`src/ftbf_ram.sv`:
```
// generic simple dual-port ram with registered read
module ftbf_ram #(
    parameter int WIDTH  = 64,
    parameter int DEPTH  = 64,
    parameter int ADDR_W = (DEPTH > 1) ? $clog2(DEPTH) : 1
) (
    input  logic              aclk,
    input  logic              wr_en,
    input  logic [ADDR_W-1:0] wr_addr,
    input  logic [WIDTH-1:0]  wr_data,
    input  logic              rd_en,
    input  logic [ADDR_W-1:0] rd_addr,
    output logic [WIDTH-1:0]  rd_data
);

    logic [WIDTH-1:0] mem [DEPTH];
    logic [WIDTH-1:0] rd_data_reg;

    always_ff @(posedge aclk) begin
        if (wr_en) begin
            mem[wr_addr] <= wr_data;
        end
        if (rd_en) begin
            rd_data_reg <= mem[rd_addr];
        end
    end

    assign rd_data = rd_data_reg;

endmodule

```
`config.mk`:
```
export PLATFORM = sky130hd
export DESIGN_NAME = ftbf_ram
export DESIGN_NICKNAME = d
export VERILOG_FILES = /design/src/ftbf_ram.sv
export SDC_FILE = /design/constraint.sdc
export NUM_CORES = 2
export LEC_CHECK = 0
export BUFFER_PORTS_ARGS = -buffer_cell sky130_fd_sc_hd__buf_2
export CAP_MARGIN = 20
export CORE_ASPECT_RATIO = 2
export CORE_MARGIN = 3
export CORE_UTILIZATION = 51
export CTS_BUF_LIST = sky130_fd_sc_hd__clkbuf_8
export CTS_CLUSTER_SIZE = 12
export DETAILED_ROUTE_END_ITERATION = 8
export PLACE_DENSITY = 0.66
export SYNTH_ARGS = -nofsm -noshare
export SYNTH_HDL_FRONTEND = slang
export SYNTH_SLANG_ARGS = --single-unit
```
`constraint.sdc`:
```
create_clock -name aclk -period 9.3 [get_ports aclk]
set_input_delay 1.395 -clock aclk [delete_from_list [all_inputs] [get_ports aclk]]
set_output_delay 1.395 -clock aclk [all_outputs]
set_load 0.01 [all_outputs]
```
==> results.toml <==
[outcome]
run_status = "completed"

[clocking]
cts_buffer_depth = 4
cts.root.buffer_cell = "sky130_fd_sc_hd__clkbuf_8"
cts.repair.resized = 0
cts.hold.buffers_added = 0
cts.reportedPaths.clkPinSlew_ps = 70
cts_made_buffers = 557
clock_insertion_delay_worst_skew_ps = 1050
clock_sinks = 4160
tritoncts_clock_tree = "done"
cts.repair_timing.setup_buffer_count = 0
clock_tree.htree_level_count = 6

[synthesis]
post-synth-top-area-fraction_pct = 79.6
synthesis.area_per_instance_um2 = 23.8
post-synth-top-area-cell = "sky130_fd_sc_hd__edfxtp_1"
seq_area_frac_synth_pct = 79.6
synth-seq-cells = 4160
yosys-top-cells-area = "sky130_fd_sc_hd__edfxtp_1 (80%), sky130_fd_sc_hd__mux4_2 (15%), sky130_fd_sc_hd__mux2i_1 (0.86%), sky130_fd_sc_hd__a22oi_1 (0.80%), sky130_fd_sc_hd__buf_2 (0.54%)"
async_flop_share_pct = 0
synth-main-ff-cell = "sky130_fd_sc_hd__edfxtp_1"
yosys_warnings = 0
synth_cell_types = 32
synth_commonest_cells = "sky130_fd_sc_hd__edfxtp_1 (4160), sky130_fd_sc_hd__mux4_2 (1024), sky130_fd_sc_hd__buf_2 (170)"
synthesis.area_mm2 = 0.157
top_count_cell_post_synth = "sky130_fd_sc_hd__edfxtp_1"
synth_edf_count = 4160
gate_count_of_the_mapped_netlist = 6598
synth_nets = 6677

[detailed_routing]
drt.antenna.violating_nets = 0
finalWirelength_um = 441000
drt-pass1-iter-count = 5
via_per_inst = 6.60
detailedRoute.firstIterationViolations = 9814
drc_errors = 0
vias = 76800
routed_wire_length_per_instance_um = 37.9

[placed_design]
io_buffer_count = 142
place_hpwl_um = 235000
gp_congestion = 0.803
placed_area_mm2 = 0.164

[flow_run]
max_cap_violations = 0

[timing]
hold-worst-slack_ps = 625
worst_pin_slew_ps = 1210
max_freq_mhz = 247
finalCritPeriodShare_pct = 43.5
slew_headroom_pct = 19.2
rsz0062_at_grt = "no"
drv_slew = 0
timing.setup.tns_ps = 0
post_route_clock_skew_ps = 45.4
timing.final.hold_violations = 0
timing.final.setup_violations = 0
period_minus_slack_ps = 4040

[global_route]
grt_start_max_net_pins = 127
grt_first_pass_wirelength_um = 615000
grt-ovfl-total = 0
antenna_found_initial = 38
grtUsageTotal_pct = 28.2
grt_pass1_vias = 78700

[setup_path]
worst_setup_path_start_kind = "primary input"
timing.reg2reg.setup_slack_ps = 7090
worstPathRequired_ps = 10070
cp-end-kind = "register"
worst_path_most_repeated_cell = "sky130_fd_sc_hd__buf_4"
path_max_fanout = 77
crit_path_max_incr_delay_ps = 820
worst-r2r-cell-count = 5
worstReg2RegStart = "mem[10][0]"
timing.critical_path.cells = "buf_12 > buf_4 > buf_4 > mux4_2 > mux2i_1 > o22ai_1 > a41oi_1 > a211oi_1"
critical_path.slowest_cell = "sky130_fd_sc_hd__buf_4"
cp_data_arrival_time_ps = 4810
regToRegEndpoint = "rd_data[0]"
crit_type = "in2reg"

[final_layout]
flow.area_growth_from_synthesis_pct = 10.9
fin_nets = 7232
num-fill-cells = 22100
largest_register_ff_count = 4096
ff_latch_area_mm2 = 0.125
post_route_cells_drive_above_1_share_pct = 28.9
finish.instance_area_mm2 = 0.174
multiInputGateArea_mm2 = 0.0308

[min_path]
hold_start = "wr_data[21]"
min_to = "mem[63][21]"
worst_hold_path_type = "in2reg"
worst_hold_path.num_cells = 1

[die]
core_area_mm2 = 0.306
floorplan.initialDensity_pct = 51.3
top_level_ports = 143
design.die.area_mm2 = 0.315
fp-row-count = 287
chipHeight_um = 791
die_w_um = 398

[power]
total_power_w = 0.0355
p_per_area_mw_per_mm2 = 204
p_leak_nw = 54.3
vdd.ir_drop.worst_uv = 108
[routing by layer]
layer	vias up	global-route usage, %	part of all wire (%)
met5	-	0	0.0029
met4	2	12.3	5.0
met3	1066	4.46	8.7
met2	4470	49.3	53
met1	41600	34.9	33
li1	29700	-	-
[how the worst max path moves through the flow]
stage,startpoint,slack (ps),to
after CTS,rd_addr[0],5280,rd_data[41]
after floorplan,wr_addr[3],2470,mem[48][0]
after global placement,rd_addr[0],4100,rd_data[41]
after detailed placement,rd_addr[0],4090,rd_data[41]
after global routing,rd_addr[0],4980,rd_data[41]
final,rd_addr[0],5260,rd_data[41]
[placed cells by master (no fill, tap or decap), types with 29 or more instances in the layout]
cell                       netlist  final
sky130_fd_sc_hd__edfxtp_1     4160   4160
sky130_fd_sc_hd__mux4_2       1024   1024
sky130_fd_sc_hd__clkbuf_8        0    566
sky130_fd_sc_hd__a22oi_1       168    168
sky130_fd_sc_hd__buf_4          34    166
sky130_fd_sc_hd__inv_1          19    158
sky130_fd_sc_hd__clkinv_1        0    143
sky130_fd_sc_hd__buf_2         170    138
sky130_fd_sc_hd__mux2i_1       135    135
sky130_fd_sc_hd__a22o_1         88     88
sky130_fd_sc_hd__o22ai_1        83     83
sky130_fd_sc_hd__clkinv_2        0     71
sky130_fd_sc_hd__nor2_4          0     64
sky130_fd_sc_hd__and3_1         64     64
sky130_fd_sc_hd__a211oi_1       63     63
sky130_fd_sc_hd__buf_12          0     59
sky130_fd_sc_hd__nand2_1        58     55
sky130_fd_sc_hd__nor2_1        112     47
sky130_fd_sc_hd__nand3_1        45     45
sky130_fd_sc_hd__o221ai_1       38     38
sky130_fd_sc_hd__or3_1          29     29
[through the flow]
stage | instances | setup slack [ps] | utilization (%)
detailed placement | 10600 | 4090 | 53.4
finish | 11600 | 5260 | 56.9
floorplan | 6598 | 2470 | -
global placement | 10600 | 4100 | 53.4
CTS | 11600 | 5280 | 56.7
global route | 11600 | 4980 | 56.9
[layout make-up]
type	instances	share of cell area, %
inverter	19	0.0410
sequential	4160	71.8
timing repair buffer	366	1.82
clock buffer	566	4.48
multi-input combinational	2049	17.7
tap	4046	2.91
antenna	21	0.0302
clock inverter	407	1.27
[power by group]
part           internal [W]  total (W)  switching [W]
clock               0.00611     0.0129        0.00675
sequential           0.0208     0.0209      0.0000791
combinational      0.000649    0.00176        0.00111
total                0.0276     0.0355        0.00794
[critical path: cells and delay by family]
| family | cells | cell delay, ps |
|---|---|---|
| multiplexers | 2 | 750 |
| buffers and inverters | 3 | 1980 |
| AO/OA/AOI/OAI | 3 | 480 |
[kinds of logic after synthesis]
group           Yosys count  synth area share [%]
flops                  4160                  79.6
mux                    1159                  15.6
compound gates          504                  2.47
buf+inv                 389                  1.18
simple gates            386                  1.23
Power figures use the tool's default switching activity.
